[src/sv/bhte_pkg.sv]
// ============================================================================
// bhte_pkg: shared definitions of the bucketed hash table engine
// Field widths, request and result codes, digest constants and the
// control group that the sequencer hands to the table store.
// ============================================================================
package bhte_pkg;

  // Default geometry of the table.
  localparam int unsigned NUM_BUCKETS_DEF = 256;
  localparam int unsigned WAYS_DEF        = 4;

  // Field widths.
  localparam int unsigned MODE_W   = 2;
  localparam int unsigned KEY_W    = 64;
  localparam int unsigned VAL_W    = 64;
  localparam int unsigned STATUS_W = 3;
  localparam int unsigned COUNT_W  = 11;

  // Digest: the shift amount is the key modulo 32, and the shifted key
  // is shifted on by a fixed ten places.
  localparam int unsigned SHIFT_SEL_W    = 5;
  localparam int unsigned HASH_PRE_SHIFT = 10;

  // Request modes.
  localparam logic [MODE_W-1:0] MODE_LOOKUP = 2'd0;
  localparam logic [MODE_W-1:0] MODE_INSERT = 2'd1;
  localparam logic [MODE_W-1:0] MODE_REMOVE = 2'd2;

  // Result status codes.
  localparam logic [STATUS_W-1:0] STATUS_FOUND     = 3'd0;
  localparam logic [STATUS_W-1:0] STATUS_UPDATED   = 3'd1;
  localparam logic [STATUS_W-1:0] STATUS_INSERTED  = 3'd2;
  localparam logic [STATUS_W-1:0] STATUS_REMOVED   = 3'd3;
  localparam logic [STATUS_W-1:0] STATUS_NOT_FOUND = 3'd4;
  localparam logic [STATUS_W-1:0] STATUS_FULL      = 3'd5;

  // Enables of the table store ports.
  typedef struct packed {
    logic row_re;
    logic row_we;
    logic kv_re;
    logic key_we;
    logic val_we;
  } store_ctl_t;

endpackage

[src/sv/bhte_digest.sv]
// ============================================================================
// bhte_digest: bucket selection unit
// Computes the shift-and-xor digest of a key and reduces it modulo the
// bucket count: a mask for a power of two, else one reciprocal multiply per 16-bit chunk.
// ============================================================================
module bhte_digest import bhte_pkg::*; #(
  parameter int unsigned NUM_BUCKETS = NUM_BUCKETS_DEF,
  localparam int unsigned BucketW = (NUM_BUCKETS > 1) ? $clog2(NUM_BUCKETS) : 1
) (
  input  logic               clk_i,
  input  logic               rst_ni,
  input  logic               start_i,
  input  logic [KEY_W-1:0]   key_i,
  output logic               done_o,
  output logic [BucketW-1:0] bucket_o
);

  // The digest is reduced most significant chunk first. A bucket count of at
  // most 65536 keeps every partial remainder inside one chunk, so the
  // running word stays below the bucket count times two to the chunk width.
  localparam bit          IsPow2    = ((NUM_BUCKETS & (NUM_BUCKETS - 1)) == 0);
  localparam int unsigned ChunkW    = 16;
  localparam int unsigned WordW     = 2 * ChunkW;
  localparam int unsigned ProdW     = 2 * WordW;
  localparam int unsigned NumChunks = KEY_W / ChunkW;
  localparam int unsigned CntW      = $clog2(NumChunks);
  localparam int unsigned RemW      = BucketW + 1;
  // Floor of two to the word width over the bucket count.
  localparam logic [WordW-1:0] Recip = WordW'((64'd1 << WordW) / 64'(NUM_BUCKETS));

  localparam logic [2:0] D_IDLE = 3'd0;
  localparam logic [2:0] D_XOR  = 3'd1;
  localparam logic [2:0] D_MUL  = 3'd2;
  localparam logic [2:0] D_SUB  = 3'd3;
  localparam logic [2:0] D_FIX  = 3'd4;

  logic [2:0]             state_q, state_d;
  logic                   done_q, done_d;
  logic [CntW-1:0]        cnt_q;
  logic [KEY_W-1:0]       dig_q;
  logic [SHIFT_SEL_W-1:0] sft_q;
  logic [WordW-1:0]       x_q;
  logic [ChunkW-1:0]      quo_q;
  logic [RemW-1:0]        rem_q;
  logic [KEY_W-1:0]       dig_mix;
  logic [ProdW-1:0]       prod;
  logic [WordW-1:0]       quo_mul;
  logic [WordW-1:0]       diff;
  logic [RemW-1:0]        rem_fix;

  // Xor of the shifted key with itself shifted down by twice the amount.
  assign dig_mix = dig_q ^ (dig_q >> {sft_q, 1'b0});

  // Quotient estimate by the reciprocal; it is short by at most one, so the
  // remainder needs at most one final subtraction.
  assign prod    = ProdW'(x_q) * ProdW'(Recip);
  assign quo_mul = WordW'(quo_q) * WordW'(NUM_BUCKETS);
  assign diff    = x_q - quo_mul;
  assign rem_fix = (rem_q >= RemW'(NUM_BUCKETS)) ? (rem_q - RemW'(NUM_BUCKETS)) : rem_q;

  // Sequencer of the unit.
  always_comb begin
    state_d = state_q;
    done_d  = 1'b0;
    unique case (state_q)
      D_IDLE: begin
        if (start_i) state_d = D_XOR;
      end
      D_XOR: begin
        if (IsPow2) begin
          state_d = D_IDLE;
          done_d  = 1'b1;
        end else begin
          state_d = D_MUL;
        end
      end
      D_MUL: begin
        state_d = D_SUB;
      end
      D_SUB: begin
        state_d = D_FIX;
      end
      D_FIX: begin
        if (cnt_q == CntW'(NumChunks - 1)) begin
          state_d = D_IDLE;
          done_d  = 1'b1;
        end else begin
          state_d = D_MUL;
        end
      end
      default: state_d = D_IDLE;
    endcase
  end

  always_ff @(posedge clk_i or negedge rst_ni) begin
    if (!rst_ni) begin
      state_q <= D_IDLE;
      done_q  <= 1'b0;
      cnt_q   <= '0;
    end else begin
      state_q <= state_d;
      done_q  <= done_d;
      if (state_q == D_XOR) begin
        cnt_q <= '0;
      end else if (state_q == D_FIX) begin
        cnt_q <= cnt_q + 1'b1;
      end
    end
  end

  // Digest and remainder datapath.
  always_ff @(posedge clk_i) begin
    unique case (state_q)
      D_IDLE: begin
        if (start_i) begin
          dig_q <= (key_i << key_i[SHIFT_SEL_W-1:0]) << HASH_PRE_SHIFT;
          sft_q <= key_i[SHIFT_SEL_W-1:0];
        end
      end
      D_XOR: begin
        // The low bits already give the bucket when the count is a power of two.
        dig_q <= dig_mix << ChunkW;
        x_q   <= WordW'(dig_mix[KEY_W-1 -: ChunkW]);
        rem_q <= RemW'(dig_mix[BucketW-1:0] & BucketW'(NUM_BUCKETS - 1));
      end
      D_MUL: begin
        quo_q <= prod[WordW +: ChunkW];
      end
      D_SUB: begin
        rem_q <= diff[RemW-1:0];
      end
      D_FIX: begin
        rem_q <= rem_fix;
        x_q   <= {ChunkW'(rem_fix), dig_q[KEY_W-1 -: ChunkW]};
        dig_q <= dig_q << ChunkW;
      end
      default: begin
      end
    endcase
  end

  assign done_o   = done_q;
  assign bucket_o = rem_q[BucketW-1:0];

endmodule

[config.mk]
export PLATFORM = sky130hd
export DESIGN_NAME = bhte_digest
export DESIGN_NICKNAME = d
export VERILOG_FILES = /design/src/sv/bhte_pkg.sv /design/src/sv/bhte_digest.sv
export SDC_FILE = /design/constraint.sdc
export NUM_CORES = 1
export LEC_CHECK = 0
export BUFFER_PORTS_ARGS = -buffer_cell sky130_fd_sc_hd__buf_2
export CAP_MARGIN = 30
export CORE_MARGIN = 2
export CORE_UTILIZATION = 50
export CTS_CLUSTER_SIZE = 20
export DETAILED_ROUTE_END_ITERATION = 12
export HOLD_SLACK_MARGIN = 0.12
export PLACE_DENSITY = 0.68
export SYNTH_ARGS = -nofsm -noshare
export SYNTH_HDL_FRONTEND = slang
export SYNTH_SLANG_ARGS = --single-unit
[constraint.sdc]
create_clock -name clk_i -period 13.27 [get_ports clk_i]
set_clock_uncertainty 0.15 [all_clocks]
set_input_delay 3.981 -clock clk_i [delete_from_list [all_inputs] [get_ports clk_i]]
set_output_delay 3.981 -clock clk_i [all_outputs]
set_load 0.005 [all_outputs]
==> results.toml <==
[min_path]
hp-class = "reg2reg"

[worst_setup_path]
cp.arrival_ns = 6.92
critPathKind = "in2reg"
crit_buf_inv = 3
worstPathCellList = "buf_2 > buf_4 > inv_1 > nand2_1 > a211oi_1 > nor4_1 > o22ai_1 > or3_1"
crit_path_start_kind = "primary input"
path_max_fanout = 68
slowest_delay_ns = 0.69
cp-end-kind = "flip-flop"
path_delay_family = "simple AND/OR/NAND/NOR gates"
worst_path_max_delay_cell = "nor4_1"
cp.required_ns = 13.23

[run_status]
status = "finished clean"

[synth]
synth.cells.most_frequent = "mux2i_1, mux4_2, nand2_1, nor2_1, edfxtp_1"
synthAdderAreaFrac_pct = 0.118
synth_edf_count = 74
ys_ff_latch = 80
ys_warn_count = 0
syn_nets = 1166
synth-compound-area-share_pct = 18.7
yosysTopAreaCell = "mux4_2"
syn-cell-area_sq_um = 10600
syn_avg_cell_area_sq_um = 9.69
synthArstFlopShare_pct = 7.50
syn_inst = 1098
synthFlopType = "edfxtp_1"
synthTopCellsByArea = "mux4_2, edfxtp_1, mux2i_1"
yosys-mux-area-fraction_pct = 38.6
yosys.area.top_type_share_pct = 21.8
synth_top_family_by_area = "multiplexers"
yosysSeqAreaShare_pct = 22.3
yosys.area_share.simple_pct = 12.4
yosysUniqueCellTypes = 70
yosys.cell_count.top_type = "mux2i_1"
synth-xor-area-share_pct = 2.30

[layout]
fillers = 1959
finalInstanceArea_sq_um = 11300
area_growth_pct = 5.94
num-nets-final = 1146
antenna-diode-count = 0
layout-drive-gt1-share_pct = 25.7

[job]
cap_violations = 0

[clocking]
postCtsHoldBufs = 0
ctsResizeCount = 0
cts_sinks = 80
clockBufferDepth = 2
clk_latency_ns = 0.36
post_cts_buffers = 0
htree_levels = 3
numCtsBuffers = 9
cts.clk_slew.worst_paths_ns = 0.07
cts_tree = "yes"
ctsRootBufferMaster = "clkbuf_16"

[detailed_routing]
num_vias = 9990
wl_met3_mm = 4.23
antenna_left = 0
first_pass_iters = 8
avgRoutedWirePerCell_um = 26.5
drt-initial-drc-count = 1437
wl_met2_mm = 16.3
met1_length_mm = 14.1
viasPerCell = 7.36
highest_layer = "met4"
drc = 0
wirelength_mm = 35.9

[timing]
period_minus_slack_ns = 6.96
worst_pin_slew_ns = 0.977
setup_viol = 0
fin_tns_setup_ns = 0
slew-limit-headroom_pct = 34.8
hold_violations = 0
fin_crit_sh_pct = 52.5
maxSlewViolCount = 0
rsz0062_at_grt = "no"
timing.fmax_mhz = 144

[grt]
grt_max_degree = 82
gr-total-overflow = 0
first_global_vias = 9123
track_usage_pct = 32.5
antenna_found_initial = 0
grt_pass1_wl_mm = 55.7

[floorplanning]
die_area_sq_um = 22500
dieHeight_um = 150
rows = 53
core_sq_um = 21000
initial_core_util_pct = 50.8
io_pins = 76
die_x_um = 150

[pwr]
p_leak_nw = 4.16
cellPowerDensity_nw_per_um2 = 98.7
total_power_mw = 1.11
ir_drop_mv = 0.0606

[placed_design]
io_buffer_count = 65
dp_hpwl_mm = 25.6
place_area_sq_um = 11000
gp_congestion = 0.989
==> placed cells by master, fill, tap and decap left out, drive strengths merged, types with 7 or more instances in the layout <==
master,n
inv,19
nand3,22
a21oi,62
nand2b,12
a211oi,17
o22ai,28
xnor2,15
mux2i,113
a221oi,10
clkbuf,9
o221ai,10
a31oi,8
nor2,81
xor2,13
mux2,58
and3,7
edfxtp,74
nor2b,13
nand2,91
buf,86
o21ai,64
o2bb2ai,8
mux4,103
and2,9
nor3,23
a22oi,12
o211ai,12
==> through the flow <==
| step | utilization (%) | std cells | hold WS (ns) | setup slack [ns] |
|---|---|---|---|---|
| global route | 53.8 | 1358 | 0.350 | 6.11 |
| floorplan | - | 1098 | 0.296 | 4.59 |
| detailed placement | 52.3 | 1341 | 0.337 | 5.95 |
| finish | 53.8 | 1358 | 0.341 | 6.31 |
| global placement | 52.3 | 1341 | 0.315 | 5.97 |
| CTS | 53.7 | 1357 | 0.346 | 6.33 |
==> cell families after synthesis <==
logic type	after synthesis
and+or+nand+nor	284
DFF	80
xor gates and xnor gates	28
other	1
AOI/OAI and AO/OA	297
muxes	274
adders and majority gates	1
buffers and inverters	133
==> flip-flops by register name, summed over array words and instances, names as in the netlist <==
name and flops:
cnt_q 2, done_o 1, rem_q 8, state_q 3, sft_q 5, dig_q 53, x_q 8
==> report_power, final <==
group | internal [mW] | switching (mW)
Sequential | 0.323 | 0.0697
Clock | 0.131 | 0.119
Combinational | 0.215 | 0.256
Total | 0.668 | 0.445
==> path summary, 6_finish.rpt <==
kind | startpoint | end | slack (ns) | cells past startpoint
min in group asynchronous | rst_ni | done_o$_DFF_PN0_ | 3.29 | 1
hold / removal | cnt_q[0]$_DFFE_PN0N_ | cnt_q[0]$_DFFE_PN0N_ | 0.34 | 1
setup / recovery | key_i[2] | dig_q[40]$_DFFE_PP_ | 6.31 | 8
max in group asynchronous | rst_ni | cnt_q[0]$_DFFE_PN0N_ | 9.53 | 1
hold reg to reg | cnt_q[0]$_DFFE_PN0N_ | cnt_q[0]$_DFFE_PN0N_ | 0.34 | 1
setup reg to reg | sft_q[1]$_DFFE_PP_ | dig_q[51]$_DFFE_PP_ | 9.48 | 7
==> area by class of cell <==
| cell class | instances | area, sq um | share of cell area (%) |
|---|---|---|---|
| Timing Repair Buffer | 86 | 505 | 4.48 |
| Tap cell | 275 | 344 | 3.05 |
| Inverter | 16 | 60.1 | 0.533 |
| Sequential cell | 80 | 2370 | 21.0 |
| Clock inverter | 7 | 61.3 | 0.544 |
| Multi-Input combinational cell | 885 | 7710 | 68.4 |
| Clock buffer | 9 | 225 | 2.00 |
==> layer usage <==
layer / up-vias / global-route usage, %
li1: 4322 / -
met1: 4819 / 46.5
met2: 752 / 49.7
met3: 97 / 5.37
met4: 0 / 12.4
met5: - / 0
(Power assumes the default switching activity.)
